File: config.mk
export PLATFORM = sky130hd
export DESIGN_NAME = fp16_elementwise_alu
export DESIGN_NICKNAME = d
export VERILOG_FILES = /design/src/rtl/fp16ew_pkg.sv /design/src/rtl/fp16ew_decode.sv /design/src/rtl/fp16ew_norm.sv /design/src/rtl/fp16ew_round.sv /design/src/rtl/fp16ew_pack.sv /design/src/rtl/fp16_elementwise_alu.sv
export VERILOG_INCLUDE_DIRS = /design/src /design/src/rtl
export SDC_FILE = /design/constraint.sdc
export NUM_CORES = 2
export LEC_CHECK = 0
export BUFFER_PORTS_ARGS = -buffer_cell sky130_fd_sc_hd__buf_4
export CORE_ASPECT_RATIO = 1.25
export CORE_UTILIZATION = 40
export DETAILED_ROUTE_END_ITERATION = 10
export GPL_TIMING_DRIVEN = 0
export PLACE_DENSITY = 0.67
export SYNTH_ARGS = -nofsm -noshare
export SYNTH_HDL_FRONTEND = slang
export SYNTH_SLANG_ARGS = --single-unit
File: constraint.sdc
create_clock -name aclk -period 21.3 [get_ports aclk]
set_input_delay 2.13 -clock aclk [delete_from_list [all_inputs] [get_ports aclk]]
set_output_delay 2.13 -clock aclk [all_outputs]
set_load 0.05 [all_outputs]
File: src/rtl/fp16_elementwise_alu_macros.svh
// assertion macros for the fp16 element-wise alu
`ifndef FP16_ELEMENTWISE_ALU_MACROS_SVH
`define FP16_ELEMENTWISE_ALU_MACROS_SVH
`ifndef NO_ASSERTIONS
`define FP16EW_ASSERT(label, prop, msg) \
    label: assert property (@(posedge aclk) disable iff (!aresetn) prop) else $error(msg);
`define FP16EW_ASSERT_RST(label, prop, msg) \
    label: assert property (@(posedge aclk) prop) else $error(msg);
`else
`define FP16EW_ASSERT(label, prop, msg)
`define FP16EW_ASSERT_RST(label, prop, msg)
`endif
`endif

File: src/rtl/fp16ew_pkg.sv
// types and constants shared by the fp16 element-wise alu stages
`timescale 1ns / 1ps
package fp16ew_pkg;

    typedef enum logic [1:0] {
        FUNC_ADD = 2'd0,
        FUNC_MUL = 2'd1,
        FUNC_MAX = 2'd2,
        FUNC_MIN = 2'd3
    } func_t;

    localparam logic [15:0] QNAN_DEFAULT = 16'hFE00;
    localparam logic [15:0] QUIET_BIT    = 16'h0200;
    localparam logic [15:0] INF_MAG      = 16'h7C00;

    typedef struct packed {
        logic               valid;
        logic               last;
        logic               special;
        logic [15:0]        spec_val;
        logic               sign;
        logic [40:0]        mag;
        logic signed [7:0]  expo;
    } fp16ew_s1_t;

    typedef struct packed {
        logic               valid;
        logic               last;
        logic               special;
        logic [15:0]        spec_val;
        logic               sign;
        logic [40:0]        mag;
        logic signed [7:0]  expo;
        logic [5:0]         len;
    } fp16ew_s2_t;

    typedef struct packed {
        logic               valid;
        logic               last;
        logic               special;
        logic [15:0]        spec_val;
        logic               sign;
        logic [24:0]        mag;
        logic signed [7:0]  expo;
        logic [5:0]         len;
    } fp16ew_s3_t;

    typedef struct packed {
        logic               valid;
        logic               last;
        logic               special;
        logic [15:0]        spec_val;
        logic               sign;
        logic [11:0]        rnd;
        logic signed [7:0]  expo;
    } fp16ew_s4_t;

    function automatic logic is_nan(input logic [15:0] h);
        return (h[14:10] == 5'h1f) && (h[9:0] != 10'd0);
    endfunction

    function automatic logic is_inf(input logic [15:0] h);
        return h[14:0] == INF_MAG[14:0];
    endfunction

endpackage

File: src/rtl/fp16ew_decode.sv
// first stage: special operands, max/min, exact add and multiply of significands
`timescale 1ns / 1ps
module fp16ew_decode (
    input  logic                    aclk,
    input  logic                    aresetn,
    input  logic                    en,
    input  logic                    in_valid,
    input  logic [1:0]              func,
    input  logic [15:0]             operand_a,
    input  logic [15:0]             operand_b,
    input  logic                    last_in,
    output fp16ew_pkg::fp16ew_s1_t  s1
);
    import fp16ew_pkg::*;

    fp16ew_s1_t s1_reg, s1_next;

    logic [10:0]        ga, gb;
    logic [4:0]         ea, eb;
    logic [40:0]        ma, mb;
    logic [21:0]        prod;
    logic               sa, sb;
    logic signed [16:0] ka, kb;
    logic               zero_a, zero_b;

    always_comb begin
        sa     = operand_a[15];
        sb     = operand_b[15];
        ea     = (operand_a[14:10] == 5'd0) ? 5'd1 : operand_a[14:10];
        eb     = (operand_b[14:10] == 5'd0) ? 5'd1 : operand_b[14:10];
        ga     = {operand_a[14:10] != 5'd0, operand_a[9:0]};
        gb     = {operand_b[14:10] != 5'd0, operand_b[9:0]};
        ma     = 41'(ga) << (ea - 5'd1);
        mb     = 41'(gb) << (eb - 5'd1);
        prod   = 22'(ga) * 22'(gb);
        zero_a = operand_a[14:0] == 15'd0;
        zero_b = operand_b[14:0] == 15'd0;
        ka     = sa ? -$signed({2'b0, operand_a[14:0]}) : $signed({2'b0, operand_a[14:0]});
        kb     = sb ? -$signed({2'b0, operand_b[14:0]}) : $signed({2'b0, operand_b[14:0]});

        s1_next          = '0;
        s1_next.valid    = in_valid;
        s1_next.last     = last_in;
        s1_next.expo     = -8'sd24;
        case (func_t'(func))
            FUNC_ADD: begin
                if (is_nan(operand_a)) begin
                    s1_next.special  = 1'b1;
                    s1_next.spec_val = operand_a | QUIET_BIT;
                end else if (is_nan(operand_b)) begin
                    s1_next.special  = 1'b1;
                    s1_next.spec_val = operand_b | QUIET_BIT;
                end else if (is_inf(operand_a) && is_inf(operand_b)) begin
                    s1_next.special  = 1'b1;
                    s1_next.spec_val = (sa == sb) ? operand_a : QNAN_DEFAULT;
                end else if (is_inf(operand_a)) begin
                    s1_next.special  = 1'b1;
                    s1_next.spec_val = operand_a;
                end else if (is_inf(operand_b)) begin
                    s1_next.special  = 1'b1;
                    s1_next.spec_val = operand_b;
                end
                if (sa == sb) begin
                    s1_next.mag  = ma + mb;
                    s1_next.sign = sa;
                end else if (ma > mb) begin
                    s1_next.mag  = ma - mb;
                    s1_next.sign = sa;
                end else if (mb > ma) begin
                    s1_next.mag  = mb - ma;
                    s1_next.sign = sb;
                end else begin
                    s1_next.mag  = '0;
                    s1_next.sign = 1'b0;
                end
            end
            FUNC_MUL: begin
                if (is_nan(operand_a)) begin
                    s1_next.special  = 1'b1;
                    s1_next.spec_val = operand_a | QUIET_BIT;
                end else if (is_nan(operand_b)) begin
                    s1_next.special  = 1'b1;
                    s1_next.spec_val = operand_b | QUIET_BIT;
                end else if (is_inf(operand_a) || is_inf(operand_b)) begin
                    s1_next.special  = 1'b1;
                    s1_next.spec_val = (zero_a || zero_b) ? QNAN_DEFAULT :
                                       ({sa ^ sb, 15'd0} | INF_MAG);
                end
                s1_next.sign = sa ^ sb;
                s1_next.mag  = 41'(prod);
                s1_next.expo = $signed({3'b0, ea}) + $signed({3'b0, eb}) - 8'sd50;
            end
            default: begin
                s1_next.special = 1'b1;
                if (is_nan(operand_b)) begin
                    s1_next.spec_val = operand_b | QUIET_BIT;
                end else if (is_nan(operand_a) || (zero_a && zero_b)) begin
                    s1_next.spec_val = operand_b;
                end else if (func_t'(func) == FUNC_MAX) begin
                    s1_next.spec_val = (ka > kb) ? operand_a : operand_b;
                end else begin
                    s1_next.spec_val = (ka < kb) ? operand_a : operand_b;
                end
            end
        endcase
    end

    always_ff @(posedge aclk) begin
        if (!aresetn) begin
            s1_reg.valid <= 1'b0;
        end else if (en) begin
            s1_reg <= s1_next;
        end
    end

    assign s1 = s1_reg;

endmodule

File: src/rtl/fp16ew_norm.sv
// stages two and three: leading-one search and rounding to a 24-bit significand
`timescale 1ns / 1ps
module fp16ew_norm (
    input  logic                    aclk,
    input  logic                    aresetn,
    input  logic                    en,
    input  fp16ew_pkg::fp16ew_s1_t  s1,
    output fp16ew_pkg::fp16ew_s3_t  s3
);
    import fp16ew_pkg::*;

    fp16ew_s2_t s2_reg, s2_next;
    fp16ew_s3_t s3_reg, s3_next;

    logic [5:0]  sh;
    logic [40:0] q;
    logic        halfb, sticky, up;

    always_comb begin
        s2_next = '{valid: s1.valid, last: s1.last, special: s1.special,
                    spec_val: s1.spec_val, sign: s1.sign, mag: s1.mag,
                    expo: s1.expo, len: 6'd0};
        for (int i = 0; i < 41; i++) begin
            if (s1.mag[i]) begin
                s2_next.len = 6'(i + 1);
            end
        end
    end

    always_comb begin
        s3_next = '{valid: s2_reg.valid, last: s2_reg.last, special: s2_reg.special,
                    spec_val: s2_reg.spec_val, sign: s2_reg.sign,
                    mag: s2_reg.mag[24:0], expo: s2_reg.expo, len: s2_reg.len};
        sh     = '0;
        q      = '0;
        halfb  = 1'b0;
        sticky = 1'b0;
        up     = 1'b0;
        if (s2_reg.len > 6'd24) begin
            sh     = s2_reg.len - 6'd24;
            q      = s2_reg.mag >> sh;
            halfb  = s2_reg.mag[sh - 6'd1];
            sticky = |(s2_reg.mag & ((41'd1 << (sh - 6'd1)) - 41'd1));
            up     = halfb && (sticky || q[0]);
            s3_next.mag  = q[24:0] + 25'(up);
            s3_next.expo = s2_reg.expo + $signed({2'b0, sh});
            s3_next.len  = s3_next.mag[24] ? 6'd25 : 6'd24;
        end
    end

    always_ff @(posedge aclk) begin
        if (!aresetn) begin
            s2_reg.valid <= 1'b0;
            s3_reg.valid <= 1'b0;
        end else if (en) begin
            s2_reg <= s2_next;
            s3_reg <= s3_next;
        end
    end

    assign s3 = s3_reg;

endmodule

File: src/rtl/fp16ew_round.sv
// stage four: align to the half-precision grid and round to nearest even
`timescale 1ns / 1ps
module fp16ew_round (
    input  logic                    aclk,
    input  logic                    aresetn,
    input  logic                    en,
    input  fp16ew_pkg::fp16ew_s3_t  s3,
    output fp16ew_pkg::fp16ew_s4_t  s4
);
    import fp16ew_pkg::*;

    fp16ew_s4_t s4_reg, s4_next;

    logic signed [7:0] tt, sd;
    logic [4:0]        sh;
    logic [24:0]       q;
    logic              halfb, sticky, up;

    always_comb begin
        tt = s3.expo + $signed({2'b0, s3.len}) - 8'sd11;
        if (tt < -8'sd24) begin
            tt = -8'sd24;
        end
        sd     = tt - s3.expo;
        sh     = '0;
        q      = '0;
        halfb  = 1'b0;
        sticky = 1'b0;
        up     = 1'b0;
        s4_next = '{valid: s3.valid, last: s3.last, special: s3.special,
                    spec_val: s3.spec_val, sign: s3.sign, rnd: 12'd0, expo: tt};
        if (sd > 8'sd0) begin
            sh     = sd[4:0];
            q      = s3.mag >> sh;
            halfb  = s3.mag[sh - 5'd1];
            sticky = |(s3.mag & ((25'd1 << (sh - 5'd1)) - 25'd1));
            up     = halfb && (sticky || q[0]);
            s4_next.rnd = q[11:0] + 12'(up);
        end else begin
            s4_next.rnd = 12'(s3.mag << 5'(-sd));
        end
    end

    always_ff @(posedge aclk) begin
        if (!aresetn) begin
            s4_reg.valid <= 1'b0;
        end else if (en) begin
            s4_reg <= s4_next;
        end
    end

    assign s4 = s4_reg;

endmodule

File: src/rtl/fp16ew_pack.sv
// stage five: exponent encoding, overflow to infinity, output register
`timescale 1ns / 1ps
module fp16ew_pack (
    input  logic                    aclk,
    input  logic                    aresetn,
    input  logic                    en,
    input  fp16ew_pkg::fp16ew_s4_t  s4,
    output logic                    out_valid,
    output logic [15:0]             result,
    output logic                    last_out
);
    import fp16ew_pkg::*;

    logic        valid_reg;
    logic [15:0] result_reg, result_next;
    logic        last_reg;

    logic [11:0]       r;
    logic signed [7:0] t, bexp;

    always_comb begin
        r = s4.rnd;
        t = s4.expo;
        if (r[11]) begin
            r = r >> 1;
            t = t + 8'sd1;
        end
        bexp = t + 8'sd25;
        if (s4.special) begin
            result_next = s4.spec_val;
        end else if (!r[10]) begin
            result_next = {s4.sign, 5'd0, r[9:0]};
        end else if (bexp >= 8'sd31) begin
            result_next = {s4.sign, 15'd0} | INF_MAG;
        end else begin
            result_next = {s4.sign, bexp[4:0], r[9:0]};
        end
    end

    always_ff @(posedge aclk) begin
        if (!aresetn) begin
            valid_reg <= 1'b0;
        end else if (en) begin
            valid_reg  <= s4.valid;
            result_reg <= result_next;
            last_reg   <= s4.last;
        end
    end

    assign out_valid = valid_reg;
    assign result    = result_reg;
    assign last_out  = last_reg;

endmodule

File: src/rtl/fp16_elementwise_alu.sv
// top level of the fp16 element-wise add / multiply / max / min unit
`timescale 1ns / 1ps
`include "fp16_elementwise_alu_macros.svh"
// Takes one request per cycle while nothing stalls and presents its results on m_tdata in
// order; the five-stage pipeline (decode, leading-one search, binary32 rounding, binary16
// rounding, packing) advances as a whole whenever the output register is empty or being
// taken, so a stall at m_tready holds every stage and s_tready follows it; s_tready stays
// low while aresetn is low.
module fp16_elementwise_alu (
    input  logic        aclk,
    input  logic        aresetn,
    input  logic        s_tvalid,
    output logic        s_tready,
    input  logic [31:0] s_tdata,   // operand_a, operand_b
    input  logic [1:0]  s_tuser,   // func
    input  logic        s_tlast,   // last_in
    output logic        m_tvalid,
    input  logic        m_tready,
    output logic [15:0] m_tdata,   // result
    output logic        m_tlast    // last_out
);
    import fp16ew_pkg::*;

    logic       en;
    fp16ew_s1_t s1;
    fp16ew_s3_t s3;
    fp16ew_s4_t s4;

    assign en       = !m_tvalid || m_tready;
    assign s_tready = en && aresetn;

    fp16ew_decode u_decode (
        .aclk      (aclk),
        .aresetn   (aresetn),
        .en        (en),
        .in_valid  (s_tvalid),
        .func      (s_tuser),
        .operand_a (s_tdata[15:0]),
        .operand_b (s_tdata[31:16]),
        .last_in   (s_tlast),
        .s1        (s1)
    );

    fp16ew_norm u_norm (
        .aclk    (aclk),
        .aresetn (aresetn),
        .en      (en),
        .s1      (s1),
        .s3      (s3)
    );

    fp16ew_round u_round (
        .aclk    (aclk),
        .aresetn (aresetn),
        .en      (en),
        .s3      (s3),
        .s4      (s4)
    );

    fp16ew_pack u_pack (
        .aclk      (aclk),
        .aresetn   (aresetn),
        .en        (en),
        .s4        (s4),
        .out_valid (m_tvalid),
        .result    (m_tdata),
        .last_out  (m_tlast)
    );

    `FP16EW_ASSERT(a_ready_follows_output, s_tready == (!m_tvalid || m_tready), "ready mismatch")
    `FP16EW_ASSERT(a_nan_is_quiet, (m_tvalid && m_tdata[14:10] == 5'h1f && m_tdata[9:0] != 10'd0) |-> m_tdata[9], "signaling nan out")
    `FP16EW_ASSERT_RST(a_reset_clears, !aresetn |=> !m_tvalid, "valid after reset")
    `FP16EW_ASSERT(a_stall_holds_stage4, (s4.valid && !en) |=> s4.valid, "stage four lost on stall")

endmodule
==> flow_summary_export.csv <==
group,metric,value,unit
cts,clock_sinks,261,
route,routedWlPerCell,24.28,µm
cts,clkLatencyLatePin,0.56,ns
sta,min_period,11.09,ns
cts,numCtsBuffers,25,
sta,worst_pin_slew,1.323,ns
route,vias,31830,
floorplan,rows,117,
worst_setup_path,path_class,"in2reg",
pwr,clkPwrFrac,8.8,%
floorplan,die_x,259.1,µm
cts,cts_tree,"done",
yosys,synth_edf_count,256,
yosys,syn-cell-area,33050,µm²
sta,fmax,90.20,MHz
min_path,hp-class,"reg2reg",
worst_setup_path,cp-end-kind,"flip-flop",
grt,grt-ovfl-total,0,
sta,hold_violations,0,
cts,clk_pin_slew_worst_paths,0.07,ns
pwr,p_total,4.966,mW
place,dp_hpwl,98.52,mm
pwr,p_leak,14.61,nW
pwr,comb_power_share,74.8,%
final_layout,layout_commonest_cell,"nand2_1",
yosys,yosysUniqueCellTypes,112,
route,ant_nets,0,
worst_setup_path,worstPathMaxFanout,10,
yosys,ys_ff_latch,261,
yosys,synth_cells,3955,
cts,hold_buffers,0,
route,drt_iter0_markers,3338,
yosys,ys_seq_area_share,23.56,%
floorplan,die_h,323.4,µm
grt,grt_usage,28.96,%
cts,cts_max_level,1,
route,wirelength,124.4,mm
pwr,p_switching,2.705,mW
yosys,postSynth.asyncResetShare,0,%
sta,maxSlewViolCount,0,
place,postPlaceCellArea,34850,µm²
worst_setup_path,required,21.55,ns
flow_run,maxCapViolCount,0,
floorplan,dieArea,83780,µm²
floorplan,start_util,40.46,%
yosys,yosysWarnings,0,
final_layout,final_nets,4411,
cts,root_buffer,"clkbuf_16",
floorplan,core,81690,µm²
floorplan,io_pins,58,
grt,grt_pass1_wl,186.1,mm
pwr,ir_drop,119.8,µV
final_layout,drive_gt1_share,7.713,%
grt,grt_pass1_vias,30970,
cts,clk_path_buf_depth,3,
cts,cts_setup_buffers,0,
route,drt-pass1-iter-count,9,
grt,antenna_found_initial,6,
route,drc,0,
sta,finalSetupViolations,0,
worst_setup_path,arrival,11.33,ns
sta,rsz0062_at_grt,"false",
yosys,ys.flop_type,"edfxtp_1",
place,port_buffers,38,
sta,post-route-period-util,52.05,%
pwr,p_int,2.262,mW
final_layout,design_area,35670,µm²
final_layout,synthToLayoutAreaGrowth,7.924,%
pwr,p_seq_share,16.4,%
sta,fin_skew,0.01536,ns
final_layout,final_cell_mix,"nand2_1, nor2_1, inv_1",
outcome,status,"finished clean",
pwr,powerDensity,139.2,nW/µm²
place,gp_congestion,1.067,
yosys,synth.avg_cell_area,8.356,µm²
sta,relSlewSlack,11.46,%
yosys,synthesis.nets,4338,
final_layout,largest_reg_flops,75,
cts,cts_resized,0,
pwr,swShare,54.46,%
route,vias_per_cell,6.213,
worst_setup_path,start_kind,"input port",
grt,grt_max_degree,39,
through the flow:
step	util, %	hold WS [ns]	setup TNS [ns]	setup WS (ns)	std cells
floorplan	-	0.4003	0	5.010	3955
global placement	42.45	0.4005	-0.4460	-0.4460	5064
detailed placement	42.66	0.4045	0	10.13	5072
CTS	43.64	0.4166	0	10.71	5116
global route	43.64	0.4214	0	10.07	5116
finish	43.66	0.4120	0	10.21	5122
synth_stat cells, types with 37 or more instances:
library cell  count  area, µm²
o21bai_1         40      300.3
edfxtp_1        256       7687
and2_1           65      406.6
a211oi_1         43      322.8
nand3_1         107      535.5
inv_1           301       1130
nand4_1          41      256.5
a31oi_1          45      281.5
o211ai_1         40      300.3
o21ai_0         232       1161
a21o_1           46      345.3
nor3_1           68      340.3
fa_1             87       1742
xnor2_1         123       1077
nand2_1         477       1790
mux2i_1         127       1271
clkbuf_1        190      713.2
mux4_2           67       1509
ha_1            257       3216
a21oi_1         280       1401
o22ai_1          44      275.3
xor2_1           65      569.3
nor2b_1          37      231.5
nor2_1          308       1156
per-layer routing:
metal	up-vias	part of all wire, %	track usage [%]
met5	-	0.021	0
met4	4	8.3	20.80
met3	537	7.7	4.208
met2	1625	47	49.36
met1	15210	37	33.15
li1	14450	-	-
worst paths after layout:
path	from	endpoint	slack, ns	cells after the start
worst min register to register	u_norm.s3[51]$_DFFE_PP_	u_round.s4[32]$_DFFE_PP_	0.41	0
worst max register to register	u_norm.s3[7]$_DFFE_PP_	u_round.s4[8]$_DFFE_PP_	10.80	36
worst max-delay path	s_tdata[28]	u_decode.s1[23]$_DFFE_PP_	10.21	27
worst min-delay path	u_norm.s3[51]$_DFFE_PP_	u_round.s4[32]$_DFFE_PP_	0.41	0
logic make-up (layout without fill, tap and decap cells):
| kind of cell | count (synthesis) | after routing | share of synthesized area, % |
|---|---|---|---|
| AO/OA/AOI/OAI | 1070 | 1070 | 21.16 |
| XOR/XNOR | 189 | 189 | 5.032 |
| adder cells (fa/ha/maj) | 344 | 344 | 15.00 |
| buffers and inverters | 562 | 652 | 6.951 |
| flip-flops | 261 | 261 | 23.56 |
| multiplexers | 232 | 232 | 9.984 |
| other | 1 | 7 | 0.01135 |
| AND/OR/NAND/NOR | 1296 | 1296 | 18.30 |
final cells by class:
| type | count | area [µm²] |
|---|---|---|
| Fill cell | 8218 | 46020 |
| Timing Repair Buffer | 46 | 452.9 |
| Antenna cell | 6 | 15.01 |
| Inverter | 311 | 1167 |
| Clock buffer | 28 | 636.9 |
| Clock inverter | 16 | 166.4 |
| Tap cell | 1071 | 1340 |
| Buffer | 251 | 1130 |
| Sequential cell | 261 | 7787 |
| Multi-Input combinational cell | 3132 | 22970 |
power by group through the flow:
stage	sequential [mW]	combinational, mW	clock, mW
final	0.814	3.71	0.439
after global routing	0.817	3.97	0.469
after CTS	0.808	3.61	0.452
after global placement	0.830	3.59	0
after floorplan	0.790	2.56	0
after detailed placement	0.818	3.58	0
critical path, cell delays in order:
cell and delay (ns):
clkbuf_1 0.29, or3_1 0.51, or2_2 0.34, nand2b_1 0.08, clkbuf_1 0.23, inv_2 0.15, ha_1 0.30, clkbuf_1 0.32
clkbuf_1 0.49, mux2i_1 0.56, mux2i_1 0.32, or2_2 0.41, inv_1 0.09, ha_1 0.22, clkbuf_1 0.24, nand4_1 0.21
nor4_1 0.07, a211o_1 0.41, a221oi_1 0.62, o211ai_1 0.19, and4_1 0.27, o21ai_1 0.69, clkbuf_1 0.69, buf_1 0.79
o21ai_0 0.20, o211ai_1 0.26, o211ai_1 0.23
Note: power is estimated with default switching activity, not from simulation.
